## config.mk

```make
export PLATFORM = sky130hd
export DESIGN_NAME = swsta_div
export DESIGN_NICKNAME = d
export VERILOG_FILES = /design/src/rtl/core/swsta_pkg.sv /design/src/rtl/core/swsta_div.sv
export SDC_FILE = /design/constraint.sdc
export NUM_CORES = 1
export LEC_CHECK = 0
export BUFFER_PORTS_ARGS = -buffer_cell sky130_fd_sc_hd__buf_2
export CELL_PAD_IN_SITES_DETAIL_PLACEMENT = 0
export CELL_PAD_IN_SITES_GLOBAL_PLACEMENT = 1
export CORE_ASPECT_RATIO = 0.7
export CORE_MARGIN = 1
export CORE_UTILIZATION = 42
export DETAILED_ROUTE_END_ITERATION = 6
export GPL_ROUTABILITY_DRIVEN = 0
export PLACE_DENSITY = 0.8
export SETUP_SLACK_MARGIN = 0.15
export SYNTH_ARGS = -nofsm -noshare
export SYNTH_HDL_FRONTEND = slang
export SYNTH_SLANG_ARGS = --single-unit
```

## constraint.sdc

```tcl
create_clock -name i_clk -period 4.3 [get_ports i_clk]
set_input_delay 0 -clock i_clk [delete_from_list [all_inputs] [get_ports i_clk]]
set_output_delay 0 -clock i_clk [all_outputs]
set_load 0.005 [all_outputs]
```

## src/rtl/core/swsta_pkg.sv

```systemverilog
package swsta_pkg;

    localparam int WIN_DEPTH = 64;
    localparam int ADDR_W    = 6;
    localparam int SMP_W     = 16;
    localparam int DIV_W     = 51;
    localparam int DIVR_W    = 24;
    localparam int STEP_W    = 6;
    localparam int SQRT_W    = 48;
    localparam int ROOT_W    = 24;

    localparam logic [38:0] VAR_MAX = 39'h7F_FFFF_FFFF;
    localparam logic signed [15:0] SMP_MAX = 16'sh7FFF;
    localparam logic signed [15:0] SMP_MIN = -16'sh8000;

    typedef struct packed {
        logic              start;
        logic [DIV_W-1:0]  dividend;
        logic [DIVR_W-1:0] divisor;
        logic [STEP_W-1:0] steps;
    } t_div_req;

    typedef struct packed {
        logic             done;
        logic [DIV_W-1:0] quotient;
    } t_div_rsp;

endpackage

```

## src/rtl/core/swsta_div.sv

```systemverilog
module swsta_div (
    input  logic                i_clk,
    input  logic                i_rst_n,
    input  swsta_pkg::t_div_req i_req,
    output swsta_pkg::t_div_rsp o_rsp
);
    import swsta_pkg::*;

    logic [DIV_W-1:0]  r_q;
    logic [DIVR_W-1:0] r_rem;
    logic [DIVR_W-1:0] r_div;
    logic [STEP_W-1:0] r_left;
    logic              r_busy;
    logic              r_done;
    logic [DIVR_W:0]   w_trial;
    logic              w_ge;

    // dividend arrives left-aligned; quotient bits shift in at the bottom
    assign w_trial = {r_rem, r_q[DIV_W-1]};
    assign w_ge    = w_trial >= {1'b0, r_div};

    always_ff @(posedge i_clk) begin
        if (!i_rst_n) begin
            r_busy <= 1'b0;
            r_done <= 1'b0;
            r_left <= '0;
        end else if (i_req.start) begin
            r_busy <= 1'b1;
            r_done <= 1'b0;
            r_left <= i_req.steps;
        end else if (r_busy) begin
            r_left <= r_left - 1'b1;
            if (r_left == STEP_W'(1)) begin
                r_busy <= 1'b0;
                r_done <= 1'b1;
            end
        end else begin
            r_done <= 1'b0;
        end
    end

    always_ff @(posedge i_clk) begin
        if (i_req.start) begin
            r_q   <= i_req.dividend;
            r_rem <= '0;
            r_div <= i_req.divisor;
        end else if (r_busy) begin
            r_q   <= {r_q[DIV_W-2:0], w_ge};
            r_rem <= w_ge ? DIVR_W'(w_trial - {1'b0, r_div}) : w_trial[DIVR_W-1:0];
        end
    end

    assign o_rsp.done     = r_done;
    assign o_rsp.quotient = r_q;

endmodule

```

==> impl_metrics.env <==
export IMPL_status="finished clean"
export IMPL_finalCoreUtilization=0.5795
export IMPL_grt_ovfl_total=0
export IMPL_finalCriticalPeriod_ns=3.238
export IMPL_htreeDepth=3
export IMPL_cts_sinks=107
export IMPL_die_w_um=141.3
export IMPL_row_count=35
export IMPL_fin_tns_setup_ns=0
export IMPL_skew_ns=0.009391
export IMPL_ant_nets=0
export IMPL_die_area_um2=14060
export IMPL_drive_gt1_frac=0.3192
export IMPL_drv_slew=0
export IMPL_routed_wl_um=13780
export IMPL_r2r_start="r_div[1]"
export IMPL_startpoint="r_div[1]"
export IMPL_syn_num_nets=603
export IMPL_clk_pin_slew_worst_paths_ns=0.07
export IMPL_via_count=4459
export IMPL_grt_total_usage=0.1964
export IMPL_wire_per_inst_um=15.43
export IMPL_firstDrtPassIters=4
export IMPL_grt_max_degree=57
export IMPL_yosys_warnings=0
export IMPL_synth_seq_cells=107
export IMPL_fillers=1144
export IMPL_worst_setup_path_start_kind="register"
export IMPL_hpwlAfterDp_um=9236
export IMPL_synthesis_area_um2=5707
export IMPL_hp_start="i_req[81]"
export IMPL_vias_per_cell=4.993
export IMPL_cts_tree="built"
export IMPL_multiInputGateArea_um2=2594
export IMPL_io_pins=136
export IMPL_dr_first_iter_drc_count=225
export IMPL_initial_core_util=0.4315
export IMPL_crit_path_max_fanout=18
export IMPL_path_class="reg -> reg"
export IMPL_coreArea_um2=13230
export IMPL_ir_worst_vdd_mv=0.1907
export IMPL_die_h_um=99.53
export IMPL_hold_violations=0
export IMPL_power_leakage_nw=3.227
export IMPL_grt_pass1_wl_um=21580
export IMPL_synth_edf_count=75
export IMPL_finalSetupViolations=0
export IMPL_finalNetCount=814
export IMPL_synth_distinct_cells=61
export IMPL_area_growth_pct=34.29
export IMPL_numCtsBuffers=9
export IMPL_regArea_um2=2894
export IMPL_numPortBuffers=135
export IMPL_max_clock_path_buffers=2
export IMPL_ys_seq_area_frac=0.5069
export IMPL_powerDensity_nw_per_um2=351.0
export IMPL_cts_resized=0
export IMPL_relSlewSlack=0.5862
export IMPL_finalCritPeriodShare=0.7531
export IMPL_syn_area_per_cell_um2=11.60
export IMPL_drc=0
export IMPL_synth_async_sr_flop_share=0
export IMPL_arrival_ns=3.49
export IMPL_max_cap_viol_count=0
export IMPL_max_freq_mhz=308.8
export IMPL_antenna_found_initial=0
export IMPL_cp_data_required_time_ns=4.55
export IMPL_clock_latency_ns=0.35
export IMPL_end_kind="register"
export IMPL_rsz0062_at_grt="false"
export IMPL_root_buffer="clkbuf_16"
export IMPL_worst_slew_pin_slew_ns=0.6192
export IMPL_insertedDiodeCount=0
export IMPL_grt_pass1_vias=4295
export IMPL_syn_inst=492
export IMPL_hp_class="in -> reg"
export IMPL_synth_main_ff_cell="edfxtp_1"
## registers in the layout (all words and copies together), names as in the netlist
name / flops
r_rem: 24
r_busy: 1
r_done: 1
r_q: 51
r_div: 24
r_left: 6
## worst max-delay path, cell delays in order (launching register included)
cell,delay (ns)
edfxtp_1,0.42
inv_1,0.07
ha_1,0.24
nor2b_4,0.14
o2111ai_1,0.30
a31oi_4,0.17
o221a_4,0.28
o2111a_4,0.32
a21boi_4,0.53
mux2_2,0.40
a211oi_1,0.25
## per-layer routing
layer / wire length, um / global-route usage / vias to the layer above
li1: - / - / 2230
met1: 6887 / 0.2806 / 2135
met2: 6348 / 0.3104 / 81
met3: 404 / 0.02985 / 13
met4: 136 / 0.05351 / 0
met5: 0 / 0 / -
## metrics by stage
step                power, mW  setup WS (ns)  instances  area (um2)  hold slack (ns)
finish                  2.690          1.062        893        7664           0.1738
detailed placement      1.857          1.099        793        6544           0.1781
CTS                     2.707          1.068        893        7664           0.1676
global route            2.819         0.8737        893        7664           0.1873
floorplan               1.673          1.577        492        5707          0.09887
global placement        1.846          1.179        793        6544           0.1763
## cells by family after synthesis
group	after synthesis	synth area share
buffers and inverters	54	0.03859
muxes	61	0.1188
AOI/OAI and AO/OA	93	0.1348
and+or+nand+nor	128	0.1066
DFF	107	0.5069
xor gates and xnor gates	22	0.03376
adders and majority gates	27	0.06051
## synth_stat cells (all sizes together) (2+ instances only)
cell type | number | share of area
xnor2 | 10 | 0.015
ha | 26 | 0.057
o21a | 5 | 0.0066
and2 | 2 | 0.0026
mux2 | 54 | 0.11
nand2b | 7 | 0.0077
a21oi | 19 | 0.017
o21ai | 10 | 0.0088
and4 | 2 | 0.0031
o211ai | 2 | 0.0026
a41oi | 4 | 0.0061
nand3b | 3 | 0.0039
clkbuf | 17 | 0.011
buf | 6 | 0.0070
mux2i | 7 | 0.012
o22ai | 2 | 0.0022
nand4 | 7 | 0.0077
a21o | 8 | 0.011
nor3 | 6 | 0.0053
nand2 | 41 | 0.027
nand3 | 4 | 0.0035
nor3b | 4 | 0.0053
a211oi | 11 | 0.014
dfxtp | 32 | 0.11
edfxtp | 75 | 0.39
or2 | 2 | 0.0022
nor2b | 2 | 0.0035
a311oi | 12 | 0.025
nor2 | 43 | 0.028
a211o | 2 | 0.0031
inv | 31 | 0.020
xor2 | 12 | 0.018
a31oi | 6 | 0.0092
## layout make-up
type	count	area share
well taps	185	0.03020
clock inverters	6	0.006531
repair buffers	223	0.2021
inverters	31	0.01518
flip-flops and latches	107	0.3776
multi-input cells	331	0.3384
clock buffers	10	0.02988
## repair_timing
action / in CTS / in global routing
hold endpoints to repair: 82 / 0
hold buffers: 84 / 0
buffers inserted: 0 / 0
## placed cells by master (no fill, tap or decap), drive strengths merged, types with 8 or more instances in the layout
master       count
a211oi          11
buf            139
edfxtp          75
o21ai           10
clkbuf          10
a21o             8
dlygate4sd3     84
a311oi          12
xor2            12
ha              26
nand2           41
inv             33
dfxtp           32
mux2            54
a21oi           19
nor2            43
xnor2           10
## final timing paths
check / to / slack [ns] / depth (start not counted)
setup / recovery: r_rem[0] / 1.06 / 10
hold / removal: r_div[1] / 0.17 / 1
setup reg to reg: r_rem[0] / 1.06 / 10
hold reg to reg: r_done / 0.47 / 2
## power by group
group,internal (mW),total [mW],switching [mW]
Clock,0.400,0.787,0.387
Sequential,1.21,1.27,0.0531
Combinational,0.314,0.635,0.321
Total,1.93,2.69,0.761
(Power assumes the default switching activity.)
