[src/rtl/core/swsta_pkg.sv]
package swsta_pkg;

    localparam int WIN_DEPTH = 64;
    localparam int ADDR_W    = 6;
    localparam int SMP_W     = 16;
    localparam int DIV_W     = 51;
    localparam int DIVR_W    = 24;
    localparam int STEP_W    = 6;
    localparam int SQRT_W    = 48;
    localparam int ROOT_W    = 24;

    localparam logic [38:0] VAR_MAX = 39'h7F_FFFF_FFFF;
    localparam logic signed [15:0] SMP_MAX = 16'sh7FFF;
    localparam logic signed [15:0] SMP_MIN = -16'sh8000;

    typedef struct packed {
        logic              start;
        logic [DIV_W-1:0]  dividend;
        logic [DIVR_W-1:0] divisor;
        logic [STEP_W-1:0] steps;
    } t_div_req;

    typedef struct packed {
        logic             done;
        logic [DIV_W-1:0] quotient;
    } t_div_rsp;

endpackage

[src/rtl/core/swsta_sqrt.sv]
module swsta_sqrt (
    input  logic                          i_clk,
    input  logic                          i_rst_n,
    input  logic                          i_start,
    input  logic [swsta_pkg::SQRT_W-2:0]  i_value,
    output logic                          o_done,
    output logic [swsta_pkg::ROOT_W-1:0]  o_root
);
    import swsta_pkg::*;

    logic [SQRT_W-1:0] r_v;
    logic [SQRT_W-1:0] r_r;
    logic [SQRT_W-1:0] r_bit;
    logic              r_busy;
    logic              r_done;
    logic [SQRT_W-1:0] w_try;
    logic              w_ge;

    assign w_try = r_r + r_bit;
    assign w_ge  = r_v >= w_try;

    always_ff @(posedge i_clk) begin
        if (!i_rst_n) begin
            r_busy <= 1'b0;
            r_done <= 1'b0;
        end else if (i_start) begin
            r_busy <= 1'b1;
            r_done <= 1'b0;
        end else if (r_busy) begin
            if (r_bit[1:0] != 2'b00) begin
                r_busy <= 1'b0;
                r_done <= 1'b1;
            end
        end else begin
            r_done <= 1'b0;
        end
    end

    // one result bit per cycle, test bit walks down two places each step
    always_ff @(posedge i_clk) begin
        if (i_start) begin
            r_v   <= {1'b0, i_value};
            r_r   <= '0;
            r_bit <= SQRT_W'(1) << (SQRT_W - 2);
        end else if (r_busy) begin
            if (w_ge) begin
                r_v <= r_v - w_try;
                r_r <= (r_r >> 1) + r_bit;
            end else begin
                r_r <= r_r >> 1;
            end
            r_bit <= r_bit >> 2;
        end
    end

    assign o_done = r_done;
    assign o_root = r_r[ROOT_W-1:0];

endmodule

[config.mk]
export PLATFORM = sky130hd
export DESIGN_NAME = swsta_sqrt
export DESIGN_NICKNAME = d
export VERILOG_FILES = /design/src/rtl/core/swsta_pkg.sv /design/src/rtl/core/swsta_sqrt.sv
export SDC_FILE = /design/constraint.sdc
export NUM_CORES = 1
export LEC_CHECK = 0
export BUFFER_PORTS_ARGS = -buffer_cell sky130_fd_sc_hd__buf_2
export CAP_MARGIN = 40
export CORE_ASPECT_RATIO = 0.75
export CORE_UTILIZATION = 50
export CTS_BUF_LIST = sky130_fd_sc_hd__clkbuf_4
export DETAILED_ROUTE_END_ITERATION = 7
export PLACE_DENSITY = 0.68
export RECOVER_POWER = 100
export REMOVE_ABC_BUFFERS = 1
export SKIP_LAST_GASP = 1
export SLEW_MARGIN = 30
export SYNTH_ARGS = -nofsm -noshare
export SYNTH_HDL_FRONTEND = slang
export SYNTH_SLANG_ARGS = --single-unit
[constraint.sdc]
create_clock -name i_clk -period 10.9 [get_ports i_clk]
set_input_delay 1.635 -clock i_clk [delete_from_list [all_inputs] [get_ports i_clk]]
set_output_delay 1.635 -clock i_clk [all_outputs]
set_load 0.005 [all_outputs]
==> results of run 1 <==
[state kept, by name (all words and copies together) (netlist names)]
name / cells
r_r: 48
r_v: 48
r_bit: 24
o_done: 1
r_busy: 1
[area by class of cell]
class                   count  area (µm²)  area share (%)
multi-input cells        1151        7600            64.8
flip-flops and latches    122        2920            24.9
repair buffers             82         423            3.61
well taps                 288         360            3.07
clock inverters            15         163            1.39
inverters                  35         131            1.12
clock buffers              17         128            1.09
diodes                      1        2.50          0.0213
[worst min-delay path: cells and delay by family (launching register included)]
| kind | cells | cell delay [ns] |
|---|---|---|
| AOI/OAI and AO/OA | 1 | 0.05 |
| DFF | 1 | 0.35 |
| and+or+nand+nor | 1 | 0.09 |
[worst max-delay path by stage]
| stage | start | endpoint | slack [ns] | cells past startpoint |
|---|---|---|---|---|
| after detailed placement | r_bit[0]$_SDFFE_PP0P_ | r_v[17]$_DFFE_PP_ | 4.39 | 22 |
| final | r_r[2]$_SDFFE_PP0P_ | r_r[10]$_SDFFE_PP0P_ | 2.81 | 20 |
| after floorplan | r_r[2]$_SDFFE_PP0P_ | r_v[0]$_DFFE_PP_ | 2.04 | 19 |
| after global routing | r_bit[0]$_SDFFE_PP0P_ | r_r[35]$_SDFFE_PP0P_ | 2.22 | 22 |
| after CTS | r_bit[0]$_SDFFE_PP0P_ | r_v[15]$_DFFE_PP_ | 4.34 | 22 |
| after global placement | r_r[2]$_SDFFE_PP0P_ | r_r[35]$_SDFFE_PP0P_ | 4.61 | 21 |
[kinds of logic after synthesis]
logic type                 Yosys count  share of synthesized area [%]
AOI/OAI and AO/OA                  470                           27.6
and+or+nand+nor                    439                           17.8
buffers and inverters              126                           5.56
DFF                                122                           26.2
xor gates and xnor gates           109                           8.57
adders and majority gates           99                           11.2
muxes                               34                           3.09
[cell usage in the layout (no fill, tap or decap), drive strengths merged, types with 27 or more instances in the layout]
cell type	netlist	final
nand2	159	159
nor2	134	134
o21ai	131	131
ha	98	98
a21oi	84	84
dfxtp	75	75
buf	43	68
xor2	66	66
a31oi	48	48
edfxtp	47	47
xnor2	43	43
inv	35	41
a211oi	33	33
a21o	32	32
mux2i	31	31
clkbuf	48	31
nand4	27	27
[metrics by stage]
stage	hold slack (ns)	setup slack [ns]	power (mW)	cells	utilization, %
after floorplan	0.470	2.04	2.19	1308	-
after global placement	0.506	4.61	2.72	1677	53.3
after detailed placement	0.508	4.39	2.73	1678	53.5
after CTS	0.526	4.34	3.09	1710	54.8
after global routing	0.539	2.22	3.37	1711	54.6
final	0.522	2.81	3.11	1711	54.6
[metal layers]
| metal | vias to the layer above | track usage (%) | part of all wire (%) |
|---|---|---|---|
| li1 | 5207 | - | - |
| met1 | 4879 | 45.5 | 54 |
| met2 | 340 | 36.0 | 38 |
| met3 | 24 | 4.80 | 6.7 |
| met4 | 0 | 5.31 | 0.88 |
| met5 | - | 0 | 0 |
[power groups by stage]
stage	Clock (mW)	Sequential (mW)	Combinational (mW)
floorplan	0	0.754	1.44
global placement	0	0.813	1.91
detailed placement	0	0.803	1.93
CTS	0.355	0.802	1.94
global route	0.376	0.823	2.17
finish	0.346	0.811	1.95
==> metrics.cfg, run 1 <==
[worst_setup_path]
path_class=register to register
r2r-start=r_r[2]$_SDFFE_PP0P_
worstPathRequired_ns=11.38
end_kind=register
slowest_delay_ns=1.35
cp_common_cell=o21ai_0
cp_top_family=compound AO/OA/AOI/OAI gates
critPathLaunchType=register
critical_path_buf_inv_count=2
rrSetupSlack_ns=2.81
r2r-end=r_r[10]$_SDFFE_PP0P_
path_max_fanout=37
cp_cell_sequence=ha_1 > a31oi_1 > o21ai_0 > a2111oi_0 > o211ai_1 > and2_0 > a31oi_1 > xor2_1 > ha_1 > a21oi_1 > o21ai_0 > a311oi_1 > nand3_1 > nor3_1 > a211oi_2 > clkbuf_1 > nor2_1 > clkbuf_1 > o21ai_0 > a221oi_1
crit_arrival_ns=8.56
ff2ff_path_depth=20
slowest_stage=clkbuf_1

[power_and_ir_drop]
intPower_mw=1.53
ir_worst_vdd_v=0.000128
p_leak_nw=4.56
combinationalPowerShare_pct=62.8
p_clk_share_pct=11.1
p_per_area_mw_per_mm2=265
seqPwrFrac_pct=26.1
switchingPower_mw=1.58
p_sw_share_pct=50.7

[synthesis]
synthDominantCellAreaShare_pct=13.5
synth_top_cells_by_count=nand2_1, nor2_1, o21ai_0
ys.warnings.count=0
netlist_area_mm2=0.0111
yosys_register_bits=122
netlist_instances=1399
synthFlopType=dfxtp_1
async_flop_share_pct=0
netlist_top_cells_area=dfxtp_1, edfxtp_1, ha_1
syn_avg_cell_area_um2=7.96
synth_seq_area_share_pct=26.2
synth_most_common_cell=nand2_1
synth_top_area_cell=dfxtp_1
synth_cell_type_count=82
synth_edf_count=47

[cts]
path_clk_slew_ns=0.12
tritoncts=yes
hold_buffers=0
cts_post_setup_buffers_inserted=0
cts_buffers=17
cts.sinks=122
cts_max_level=4
cts_root_buf=clkbuf_4
cts_resized=0
ctsLongestPathBuffers=2
insertion_delay_ns=0.60

[sta]
fmax_mhz=124
fin_skew_ns=0.0307
worstMarginPinSlew_ns=3.21
slew_violations=237
rsz0062_at_grt=no
tns_ns=0
finalSetupViolCount=0
period_minus_slack_ns=8.09
slew_headroom_pct=-114
finalCritPeriodShare_pct=74.2
hold_violations=0

[cells_and_area]
fill_cells=2090
drive_gt1_share_pct=8.65
nets=1558
syn2layout_area_growth_pct=5.30
stdcell_area_mm2=0.0117

[floorplan]
core_area_mm2=0.0215
die_y_um=131
dieWidth_um=174
start_util_pct=51.9
rows=46
dieArea_mm2=0.0229
num_io_pins=75

[hold_path]
hold_class=register to register
worstHoldStart=r_r[0]$_SDFFE_PP0P_
min_to=r_r[0]$_SDFFE_PP0P_
hold_depth=2

[global_routing]
antenna_found_initial=1
grt_max_degree=83
grt_pass1_wl_mm=50.4
grt_usage_pct=27.6
grt_remaining_overflow=0
grt_pass1_vias=9239

[route]
drcViolationCount=0
num_vias=10450
drt_iter0_drc=1134
first_pass_iters=6
antenna_left=0
routed_wl_mm=31.2
wire_per_inst_um=18.2
post_drt_via_cell_ratio=6.11

[placed_design]
dp_hpwl_mm=23.6
port-buffer-count=74
place_area_mm2=0.0115
gp_congestion=0.908

[status]
status=finished, violations left
violations=capacitance limit, slew limit

[run]
drv_cap=5

No activity file was read; power rests on OpenSTA's default activity.
==> run 2, diff against run 1 <==
--- a/config.mk
+++ b/config.mk
@@ -5,13 +5,14 @@
 export SDC_FILE = /design/constraint.sdc
 export NUM_CORES = 1
 export LEC_CHECK = 0
+export ABC_AREA = 1
 export BUFFER_PORTS_ARGS = -buffer_cell sky130_fd_sc_hd__buf_2
 export CAP_MARGIN = 40
 export CORE_ASPECT_RATIO = 0.75
 export CORE_UTILIZATION = 50
 export CTS_BUF_LIST = sky130_fd_sc_hd__clkbuf_4
 export DETAILED_ROUTE_END_ITERATION = 7
-export PLACE_DENSITY = 0.68
+export PLACE_DENSITY = 0.67
 export RECOVER_POWER = 100
 export REMOVE_ABC_BUFFERS = 1
 export SKIP_LAST_GASP = 1
==> constraint.sdc (replaced) <==
create_clock -name i_clk -period 8.4 [get_ports i_clk]
set_input_delay 1.26 -clock i_clk [delete_from_list [all_inputs] [get_ports i_clk]]
set_output_delay 1.26 -clock i_clk [all_outputs]
set_load 0.005 [all_outputs]
==> run 2 against run 1 <==
Effect of this change: the run still ends with capacitance limit, slew limit left; power grew 81%; critical path depth increased by 4; sequential share of layout area decreased by 6.0 points; worst hold slack worse by 0.022 ns; register-to-register slack got worse by 1.5 ns; clock power grew 34%; sequential power increased by 41%; critical endpoint is now r_v[30]$_DFFE_PP_; largest power group unchanged; highest routed layer is now met5.
==> metrics.cfg, run 2 <==
[floorplan]
die_y_um=151
rows=53
dieWidth_um=200
core_area_mm2=0.0284
num_io_pins=75
start_util_pct=51.7
dieArea_mm2=0.0301

[cts]
cts_buffers=17
cts_root_buf=clkbuf_4
cts_resized=0
cts_post_setup_buffers_inserted=0
tritoncts=yes
ctsLongestPathBuffers=2
insertion_delay_ns=0.67
cts.sinks=122
path_clk_slew_ns=0.13
cts_max_level=4
hold_buffers=0

[power_and_ir_drop]
ir_worst_vdd_v=0.000237
finalPower_mw=5.62
p_leak_nw=7.71
p_per_area_mw_per_mm2=364

[sta]
slew_violations=169
period_minus_slack_ns=7.06
worstMarginPinSlew_ns=2.34
finalSetupViolCount=0
rsz0062_at_grt=no
fmax_mhz=142
finalCritPeriodShare_pct=84.1
fin_skew_ns=0.0291
hold_violations=0
slew_headroom_pct=-55.9
tns_ns=0

[synthesis]
async_flop_share_pct=0
synthDominantCellAreaShare_pct=23.4
ys.warnings.count=0
synth_edf_count=47
yosys_register_bits=122
synth_top_area_cell=nand2_1
netlist_top_cells_area=nand2_1, dfxtp_1, inv_1
netlist_instances=2616
synth_top_cells_by_count=nand2_1, inv_1, nor2_1
synth_most_common_cell=nand2_1
synth_seq_area_share_pct=19.8
netlist_area_mm2=0.0147
synthFlopType=dfxtp_1
syn_avg_cell_area_um2=5.63
synth_cell_type_count=44

[global_routing]
grt_max_degree=50
antenna_found_initial=0
grt_remaining_overflow=0
grt_pass1_wl_mm=86.0
grt_usage_pct=38.0
grt_pass1_vias=14481

[route]
drcViolationCount=0
num_vias=17376
wire_per_inst_um=19.4
post_drt_via_cell_ratio=5.73
drt_iter0_drc=2302
routed_wl_mm=58.8
first_pass_iters=8
antenna_left=0

[worst_setup_path]
path_max_fanout=42
ff2ff_path_depth=24
end_kind=register
crit_arrival_ns=7.40
r2r-start=r_bit[0]$_SDFFE_PP0P_
critPathLaunchType=register
path_class=register to register
rrSetupSlack_ns=1.34
worstPathRequired_ns=8.74
r2r-end=r_v[30]$_DFFE_PP_

[cells_and_area]
nets=2785
n_antenna_cell=0
final_cell_mix=nand2_1, inv_1, nor2_1
drive_gt1_share_pct=4.72
layout_commonest_cell=nand2_1
syn2layout_area_growth_pct=4.96
largest_registers=r_r: 48 flops, r_v: 48 flops, r_bit: 24 flops

[placed_design]
port-buffer-count=74
dp_hpwl_mm=47.8
gp_congestion=1.13

[hold_path]
min_to=r_v[47]$_SDFFE_PP0P_
worstHoldStart=r_v[47]$_SDFFE_PP0P_
hold_class=register to register
hold_depth=2

[status]
violations=capacitance limit, slew limit
status=finished, violations left

[run]
drv_cap=5

run 2: through the flow:
| step | setup WS, ns | instance area [µm²] | std cells | utilization, % | hold WS (ns) |
|---|---|---|---|---|---|
| floorplan | 2.08 | 14300 | 2533 | - | 0.454 |
| global placement | 2.50 | 15200 | 3002 | 53.5 | 0.465 |
| detailed placement | 2.43 | 15200 | 3002 | 53.5 | 0.479 |
| CTS | 2.42 | 15500 | 3034 | 54.5 | 0.498 |
| global route | 1.06 | 15500 | 3034 | 54.3 | 0.523 |
| finish | 1.34 | 15500 | 3034 | 54.3 | 0.500 |
run 2: worst max path at each step:
stage	from	to	slack (ns)	cells after the start
3_5_place_dp	r_bit[0]$_SDFFE_PP0P_	r_v[46]$_DFFE_PP_	2.43	24
2_1_floorplan	r_r[10]$_SDFFE_PP0P_	r_v[0]$_DFFE_PP_	2.08	19
3_3_place_gp	r_bit[0]$_SDFFE_PP0P_	r_v[46]$_DFFE_PP_	2.50	24
6_report	r_bit[0]$_SDFFE_PP0P_	r_v[30]$_DFFE_PP_	1.34	24
4_1_cts	r_bit[0]$_SDFFE_PP0P_	r_v[46]$_DFFE_PP_	2.42	24
5_1_grt	r_bit[0]$_SDFFE_PP0P_	r_v[46]$_DFFE_PP_	1.06	24
run 2: layer usage:
| layer | GRT usage (%) | up-vias | wire length (µm) |
|---|---|---|---|
| met1 | 58.8 | 7933 | 28300 |
| met2 | 49.3 | 1011 | 21700 |
| met3 | 11.3 | 76 | 7800 |
| met5 | 1.79 | - | 62 |
| li1 | - | 8354 | - |
| met4 | 8.69 | 2 | 997 |
run 2: where the power goes:
part           leakage [nW]  total (mW)  internal (mW)  switching, mW
clock                 0.159       0.462          0.177          0.285
sequential             1.09        1.14          0.886          0.257
combinational          6.46        4.02           1.29           2.73
total                  7.71        5.62           2.35           3.27
run 2: area by class of cell:
cell class | count | area (µm²)
inverters | 385 | 1450
well taps | 385 | 482
flip-flops and latches | 122 | 2910
clock buffers | 17 | 128
repair buffers | 84 | 413
clock inverters | 15 | 146
multi-input cells | 2026 | 9920
fillers | 3080 | 13000
run 2: cells by family after synthesis:
logic type | synth area share (%)
AOI/OAI and AO/OA | 10.5
buffers and inverters | 12.8
and+or+nand+nor | 44.0
adders and majority gates | 8.47
xor gates and xnor gates | 4.46
DFF | 19.8
run 2: worst max-delay path, stage by stage (launching register included):
cell and delay, ns:
dfxtp_1 0.45, ha_1 0.24, ha_1 0.34, nand3_1 0.14, nand2_1 0.18, nand2_1 0.10
a21oi_1 0.55, nand2_1 0.10, nand2_1 0.22, nand2_1 0.07, nand2_1 0.22, nand3_1 0.22
nand4_1 0.13, nand2_1 0.06, ha_1 0.38, inv_1 0.08, nor3_1 0.28, inv_1 0.11
nor3_1 0.47, nand3_2 0.13, buf_4 0.28, nand2_1 0.15, nand2_1 0.26, nand2_1 1.06
buf_4 0.49
